$ cat config.mk
export PLATFORM = sky130hd
export DESIGN_NAME = erp_queue
export DESIGN_NICKNAME = d
export VERILOG_FILES = /design/src/rtl/assert_macros.svh /design/src/rtl/erp_pkg.sv /design/src/rtl/erp_queue.sv
export SDC_FILE = /design/constraint.sdc
export NUM_CORES = 1
export LEC_CHECK = 0
export BUFFER_PORTS_ARGS = -buffer_cell sky130_fd_sc_hd__buf_2
export CORE_MARGIN = 10
export CORE_UTILIZATION = 26
export DETAILED_ROUTE_END_ITERATION = 10
export PLACE_DENSITY_LB_ADDON = 0.12
export SYNTH_ARGS = -nofsm -noshare
export SYNTH_HDL_FRONTEND = slang
export SYNTH_SLANG_ARGS = --single-unit
$ cat constraint.sdc
create_clock -name clk -period 6.25 [get_ports clk]
set_input_delay 0.9375 -clock clk [delete_from_list [all_inputs] [get_ports clk]]
set_output_delay 0.9375 -clock clk [all_outputs]
set_load 0.01 [all_outputs]
$ cat src/rtl/assert_macros.svh
// Assertion macros used by the top-level RTL file.
`ifndef ASSERT_MACROS_SVH
`define ASSERT_MACROS_SVH

// Check a condition at every clock edge outside reset.
`define ERP_ASSERT_ALWAYS(label, cond, msg) \
  label: assert property (@(posedge clk) disable iff (!rst_n) (cond)) else $error(msg);

// Check that a consequent holds in the cycle after its antecedent.
`define ERP_ASSERT_NEXT(label, ante, cons, msg) \
  label: assert property (@(posedge clk) disable iff (!rst_n) (ante) |=> (cons)) else $error(msg);

`endif

$ cat src/rtl/erp_pkg.sv
// Types, constants and sine table for the point rotate/translate block.
package erp_pkg;

  localparam int COORD_BITS    = 24;
  localparam int FRAC_BITS     = 14;
  localparam int ANGLE_BITS    = 8;
  localparam int TRIG_BITS     = 16;
  localparam int QM_BITS       = 17;
  localparam int M_BITS        = 18;
  localparam int PROD_BITS     = COORD_BITS + M_BITS;
  localparam int ACC_BITS      = PROD_BITS + 2;
  localparam int CFG_ADDR_BITS = 5;
  localparam int CFG_DATA_BITS = 32;
  localparam int SETTLE_BITS   = 3;
  localparam int POINT_BITS    = 3 * COORD_BITS;

  localparam logic [SETTLE_BITS-1:0] SETTLE_CYCLES = 3'd4;

  localparam logic [2:0] REG_ANGLE_X = 3'd0;
  localparam logic [2:0] REG_ANGLE_Y = 3'd1;
  localparam logic [2:0] REG_ANGLE_Z = 3'd2;
  localparam logic [2:0] REG_SHIFT_X = 3'd3;
  localparam logic [2:0] REG_SHIFT_Y = 3'd4;
  localparam logic [2:0] REG_SHIFT_Z = 3'd5;

  localparam logic [ANGLE_BITS-1:0] QUARTER_TURN = 8'd64;

  typedef logic signed [COORD_BITS-1:0] coord_t;
  typedef logic signed [TRIG_BITS-1:0]  trig_t;
  typedef logic signed [QM_BITS-1:0]    qm_t;
  typedef logic signed [M_BITS-1:0]     mentry_t;

  typedef struct packed {
    mentry_t [2:0][2:0] m;
    coord_t  [2:0]      shift;
  } xform_t;

  typedef struct packed {
    coord_t [2:0] p;
    logic         last;
  } point_t;

  function automatic logic [14:0] quarter_sin(input logic [6:0] idx);
    logic [14:0] v;
    case (idx)
      7'd0:  v = 15'd0;     7'd1:  v = 15'd402;   7'd2:  v = 15'd804;
      7'd3:  v = 15'd1205;  7'd4:  v = 15'd1606;  7'd5:  v = 15'd2006;
      7'd6:  v = 15'd2404;  7'd7:  v = 15'd2801;  7'd8:  v = 15'd3196;
      7'd9:  v = 15'd3590;  7'd10: v = 15'd3981;  7'd11: v = 15'd4370;
      7'd12: v = 15'd4756;  7'd13: v = 15'd5139;  7'd14: v = 15'd5520;
      7'd15: v = 15'd5897;  7'd16: v = 15'd6270;  7'd17: v = 15'd6639;
      7'd18: v = 15'd7005;  7'd19: v = 15'd7366;  7'd20: v = 15'd7723;
      7'd21: v = 15'd8076;  7'd22: v = 15'd8423;  7'd23: v = 15'd8765;
      7'd24: v = 15'd9102;  7'd25: v = 15'd9434;  7'd26: v = 15'd9760;
      7'd27: v = 15'd10080; 7'd28: v = 15'd10394; 7'd29: v = 15'd10702;
      7'd30: v = 15'd11003; 7'd31: v = 15'd11297; 7'd32: v = 15'd11585;
      7'd33: v = 15'd11866; 7'd34: v = 15'd12140; 7'd35: v = 15'd12406;
      7'd36: v = 15'd12665; 7'd37: v = 15'd12916; 7'd38: v = 15'd13160;
      7'd39: v = 15'd13395; 7'd40: v = 15'd13623; 7'd41: v = 15'd13842;
      7'd42: v = 15'd14053; 7'd43: v = 15'd14256; 7'd44: v = 15'd14449;
      7'd45: v = 15'd14635; 7'd46: v = 15'd14811; 7'd47: v = 15'd14978;
      7'd48: v = 15'd15137; 7'd49: v = 15'd15286; 7'd50: v = 15'd15426;
      7'd51: v = 15'd15557; 7'd52: v = 15'd15679; 7'd53: v = 15'd15791;
      7'd54: v = 15'd15893; 7'd55: v = 15'd15986; 7'd56: v = 15'd16069;
      7'd57: v = 15'd16143; 7'd58: v = 15'd16207; 7'd59: v = 15'd16261;
      7'd60: v = 15'd16305; 7'd61: v = 15'd16340; 7'd62: v = 15'd16364;
      7'd63: v = 15'd16379; 7'd64: v = 15'd16384;
      default: v = 15'd0;
    endcase
    return v;
  endfunction

  function automatic trig_t rom_sin(input logic [ANGLE_BITS-1:0] k);
    logic [6:0] idx;
    trig_t      mag;
    idx = k[6] ? (7'd64 - {1'b0, k[5:0]}) : {1'b0, k[5:0]};
    mag = trig_t'({1'b0, quarter_sin(idx)});
    return k[7] ? -mag : mag;
  endfunction

  function automatic qm_t qmul(input qm_t a, input qm_t b);
    logic signed [2*QM_BITS-1:0] pr;
    pr = a * b;
    pr = pr + (2*QM_BITS)'(1 << (FRAC_BITS - 1));
    return pr[FRAC_BITS +: QM_BITS];
  endfunction

endpackage

$ cat src/rtl/erp_queue.sv
// Two-entry point queue between the front and back parts.
module erp_queue
  import erp_pkg::*;
(
  input  logic   clk,
  input  logic   rst_n,
  input  logic   push,
  input  point_t push_data,
  output logic   full,
  output logic   pop_valid,
  output point_t pop_data,
  input  logic   pop
);

  point_t     mem_r [2];
  logic       wr_ptr_r, wr_ptr_nxt;
  logic       rd_ptr_r, rd_ptr_nxt;
  logic [1:0] count_r, count_nxt;

  assign full      = (count_r == 2'd2);
  assign pop_valid = (count_r != 2'd0);
  assign pop_data  = mem_r[rd_ptr_r];

  always_comb begin
    wr_ptr_nxt = push ? ~wr_ptr_r : wr_ptr_r;
    rd_ptr_nxt = pop ? ~rd_ptr_r : rd_ptr_r;
    count_nxt  = count_r + {1'b0, push} - {1'b0, pop};
  end

  always_ff @(posedge clk) begin
    if (!rst_n) begin
      wr_ptr_r <= 1'b0;
      rd_ptr_r <= 1'b0;
      count_r  <= 2'd0;
    end else begin
      wr_ptr_r <= wr_ptr_nxt;
      rd_ptr_r <= rd_ptr_nxt;
      count_r  <= count_nxt;
    end
  end

  always_ff @(posedge clk) begin
    if (push) begin
      mem_r[wr_ptr_r] <= push_data;
    end
  end

endmodule

==> metrics.csv <==
stage,metric,value,unit
status,run_status,"complete, no violations",
floorplan,initial_core_util,0.266,
floorplan,io-pin-count,152,
synth,synth-compound-area-share,0.00128,
floorplan,row_count,54,
synth,synth_top_family_by_area,multiplexers,
critical_path,worstPathRequired,5.31,ns
drt,drc,0,
clock_network,cts_num_sinks,151,
cells_and_area,num-nets-final,491,
critical_path,path_cells,buf_4 -> mux2_2 -> buf_2,
critical_path,setup.worst_path.end_class,output pin,
clock_network,htree_num_levels,4,
power,seqPwrFrac,0.479,
synth,yosys.cell_types.count,14,
power,cellLeakagePower,2.92,nW
cells_and_area,post_layout_nonfiller_instances,703,
drt,highest-signal-layer,met5,
power,sw_frac_of_total,0.212,
global_route,number_of_global_route_vias_before_repair,3162,
synth,synthMuxAreaShare,0.185,
timing,grt_setup_unrepaired,false,
global_route,grt_max_degree,74,
critical_path,slowest_delay,0.86,ns
timing,final-max-slew-violation-count,0,
clock_network,cts_resized,0,
drt,avgRoutedWirePerCell,17.4,um
drt,routedLengthMet1,4890,um
timing,setup-violations-final,0,
synth,area_share_of_fa_ha_maj_cells_after_synthesis,0.00428,
synth,synthSimpleGateAreaFrac,0.00963,
critical_path,start_kind,flip-flop,
timing,final_period_minus_worst_setup_slack,3.47,ns
timing,finalHoldViolations,0,
power,power.density_cell_area,337,nW/um^2
drt,ant_nets,0,
critical_path,data_arrival_critical_path,2.54,ns
cells_and_area,postLayoutCoreUtil,0.338,
power,power_frac_clock,0.416,
clock_network,holdBufCountCts,0,
placement,port_buffers,151,
clock_network,tritoncts,yes,
global_route,global_route_wire_length_before_repair,18400,um
synth,yosys_warnings,0,
synth,synth.yosys.seq_area_share,0.767,
critical_path,max_stage_delay_cell_worst_path,sky130_fd_sc_hd__dfxtp_4,
floorplan,dieHeight,170,um
drt,drtPass1Iterations,4,
cells_and_area,post_route_cells_drive_above_1_share,0.607,
critical_path,timing.setup.critical_path_class,flip-flop to output pin,
placement,hpwlAfterDp,8040,um
critical_path,worst-r2r-setup-slack,3.99,ns
synth,number_of_nets_produced_by_synthesis,327,
timing,relSlewSlack,0.250,
clock_network,cts.path.max_buffers,2,
timing,finalWorstSetupSlack,2.78,ns
clock_network,insertion_delay,0.42,ns
synth,yosys_register_bits,151,
clock_network,numCtsBuffers,17,
drt,vias,2777,
floorplan,die_span_x,170,um
power,ir_worst_vdd,0.162,mV
timing,final.setup.tns,0,ns
global_route,number_of_antenna_violations_at_the_first_check_in_global_routing,3,
cells_and_area,flow.area_growth_from_synthesis,26.9,%
power,share_comb_of_total_power,0.105,
timing,worst_hold_slack,0.586,ns
global_route,gr-usage-all-layers,0.0851,
critical_path,critical_path_peak_fanout,39,
synth,synth.avg_cell_area,23.6,sq um
drt,drtIter0Drc,54,
synth,post_synth_xor_area_fraction,0.00535,
flow_run,count_of_max_cap_constraint_violations,0,
timing,tightestPinTransition,1.12,ns
placement,dp_worst_setup_slack,3.08,ns
synth,netlist_area,5850,sq um
clock_network,post-cts-setup-buffers,0,
timing,timing.clock.skew,0.00715,ns
drt,routed-wl-met2,5850,um
synth,cells_after_synthesis,248,
clock_network,clock-root-buffer,sky130_fd_sc_hd__clkbuf_16,
power,internal_power,0.00197,W
worst_hold_path,min-delay-path-class,flip-flop to flip-flop,
timing,timing.fmax,288,MHz
power,netSwitchingPower,0.000529,W
placement,gp_congestion,0.641,
floorplan,fp.coreArea,22000,sq um
floorplan,fp.dieArea,28900,sq um
placement,placedCellCount,673,
global_route,residual_overflow_from_global_routing,0,
timing,layout_worst_path_cycle_share,0.556,
drt,vias_per_cell,3.95,
clock_network,clk_pin_slew_worst_paths,0.06,ns
drt,postRouteWirelength,12200,um
drt,met3_routed_wirelength,1250,um
per-stage QoR:
step,cell area [sq um],total power [W]
2_1_floorplan,5850,0.00139
3_3_place_gp,6830,0.00149
3_5_place_dp,6830,0.00149
4_1_cts,7420,0.00255
5_1_grt,7420,0.00261
6_report,7420,0.00250
metal layers:
| metal | vias to the layer above | global-route usage |
|---|---|---|
| met5 | - | 0 |
| met4 | 6 | 0.0355 |
| met3 | 19 | 0.0474 |
| met2 | 97 | 0.133 |
| met1 | 1355 | 0.0938 |
| li1 | 1300 | - |
final timing paths:
| kind | from | end | cells after the start |
|---|---|---|---|
| worst min register to register | rd_ptr_r | rd_ptr_r | 2 |
| worst min-delay path | rd_ptr_r | rd_ptr_r | 2 |
| worst max-delay path | flip-flop | pop_data[1] | 3 |
| worst max register to register | wr_ptr_r | mem_r[0][66] | 2 |
cell usage in the layout, fill, tap and decap left out, drive strengths merged:
cell / netlist / layout
clkinv: 0 / 6
ha: 2 / 2
nor2b: 4 / 4
inv: 2 / 2
edfxtp: 146 / 146
buf: 8 / 153
and2: 4 / 4
o21a: 1 / 1
clkbuf: 0 / 19
or2: 1 / 1
xor2: 1 / 1
dfxtp: 5 / 5
diode: 0 / 1
bufinv: 0 / 4
xnor3: 1 / 1
mux2: 73 / 73
area by class of cell:
cell class                      instances  area [sq um]
Sequential cell                       151          4490
Clock buffer                           19           433
Antenna cell                            1          2.50
Multi-Input combinational cell         87          1210
Timing Repair Buffer                  153           771
Inverter                                2          7.51
Fill cell                            2124         14500
Tap cell                              280           350
Clock inverter                         10           156
flip-flops by register name, summed over array words and instances, names as in the netlist, named ones only:
signal    flops
wr_ptr_r      1
rd_ptr_r      1
mem_r       146
count_r       2
synth_stat cells:
master,count,area [sq um]
sky130_fd_sc_hd__mux2_2,3,33.8
sky130_fd_sc_hd__buf_12,7,140
sky130_fd_sc_hd__xor2_1,1,8.76
sky130_fd_sc_hd__ha_1,2,25.0
sky130_fd_sc_hd__buf_6,1,11.3
sky130_fd_sc_hd__dfxtp_1,5,100
sky130_fd_sc_hd__xnor3_1,1,22.5
sky130_fd_sc_hd__o21a_1,1,7.51
sky130_fd_sc_hd__nor2b_1,4,25.0
sky130_fd_sc_hd__and2_1,4,25.0
sky130_fd_sc_hd__or2_2,1,6.26
sky130_fd_sc_hd__inv_1,2,7.51
sky130_fd_sc_hd__mux2_4,70,1050
sky130_fd_sc_hd__edfxtp_1,146,4380
critical path: cells and delay by family (launching register included):
family   cells  cell delay, ns
flops        1            0.86
buf+inv      2            0.80
mux          1            0.40
cells by family after synthesis:
logic type | after synthesis
DFF | 151
muxes | 73
buffers and inverters | 10
and+or+nand+nor | 9
xor gates and xnor gates | 2
adders and majority gates | 2
AOI/OAI and AO/OA | 1
power groups by stage:
| stage | clock [W] | sequential [W] | combinational, W |
|---|---|---|---|
| floorplan | 0 | 0.00121 | 0.000188 |
| global placement | 0 | 0.00122 | 0.000269 |
| detailed placement | 0 | 0.00122 | 0.000271 |
| CTS | 0.00108 | 0.00120 | 0.000272 |
| global route | 0.00112 | 0.00121 | 0.000285 |
| finish | 0.00104 | 0.00120 | 0.000261 |
No activity file was read; power rests on OpenSTA's default activity.
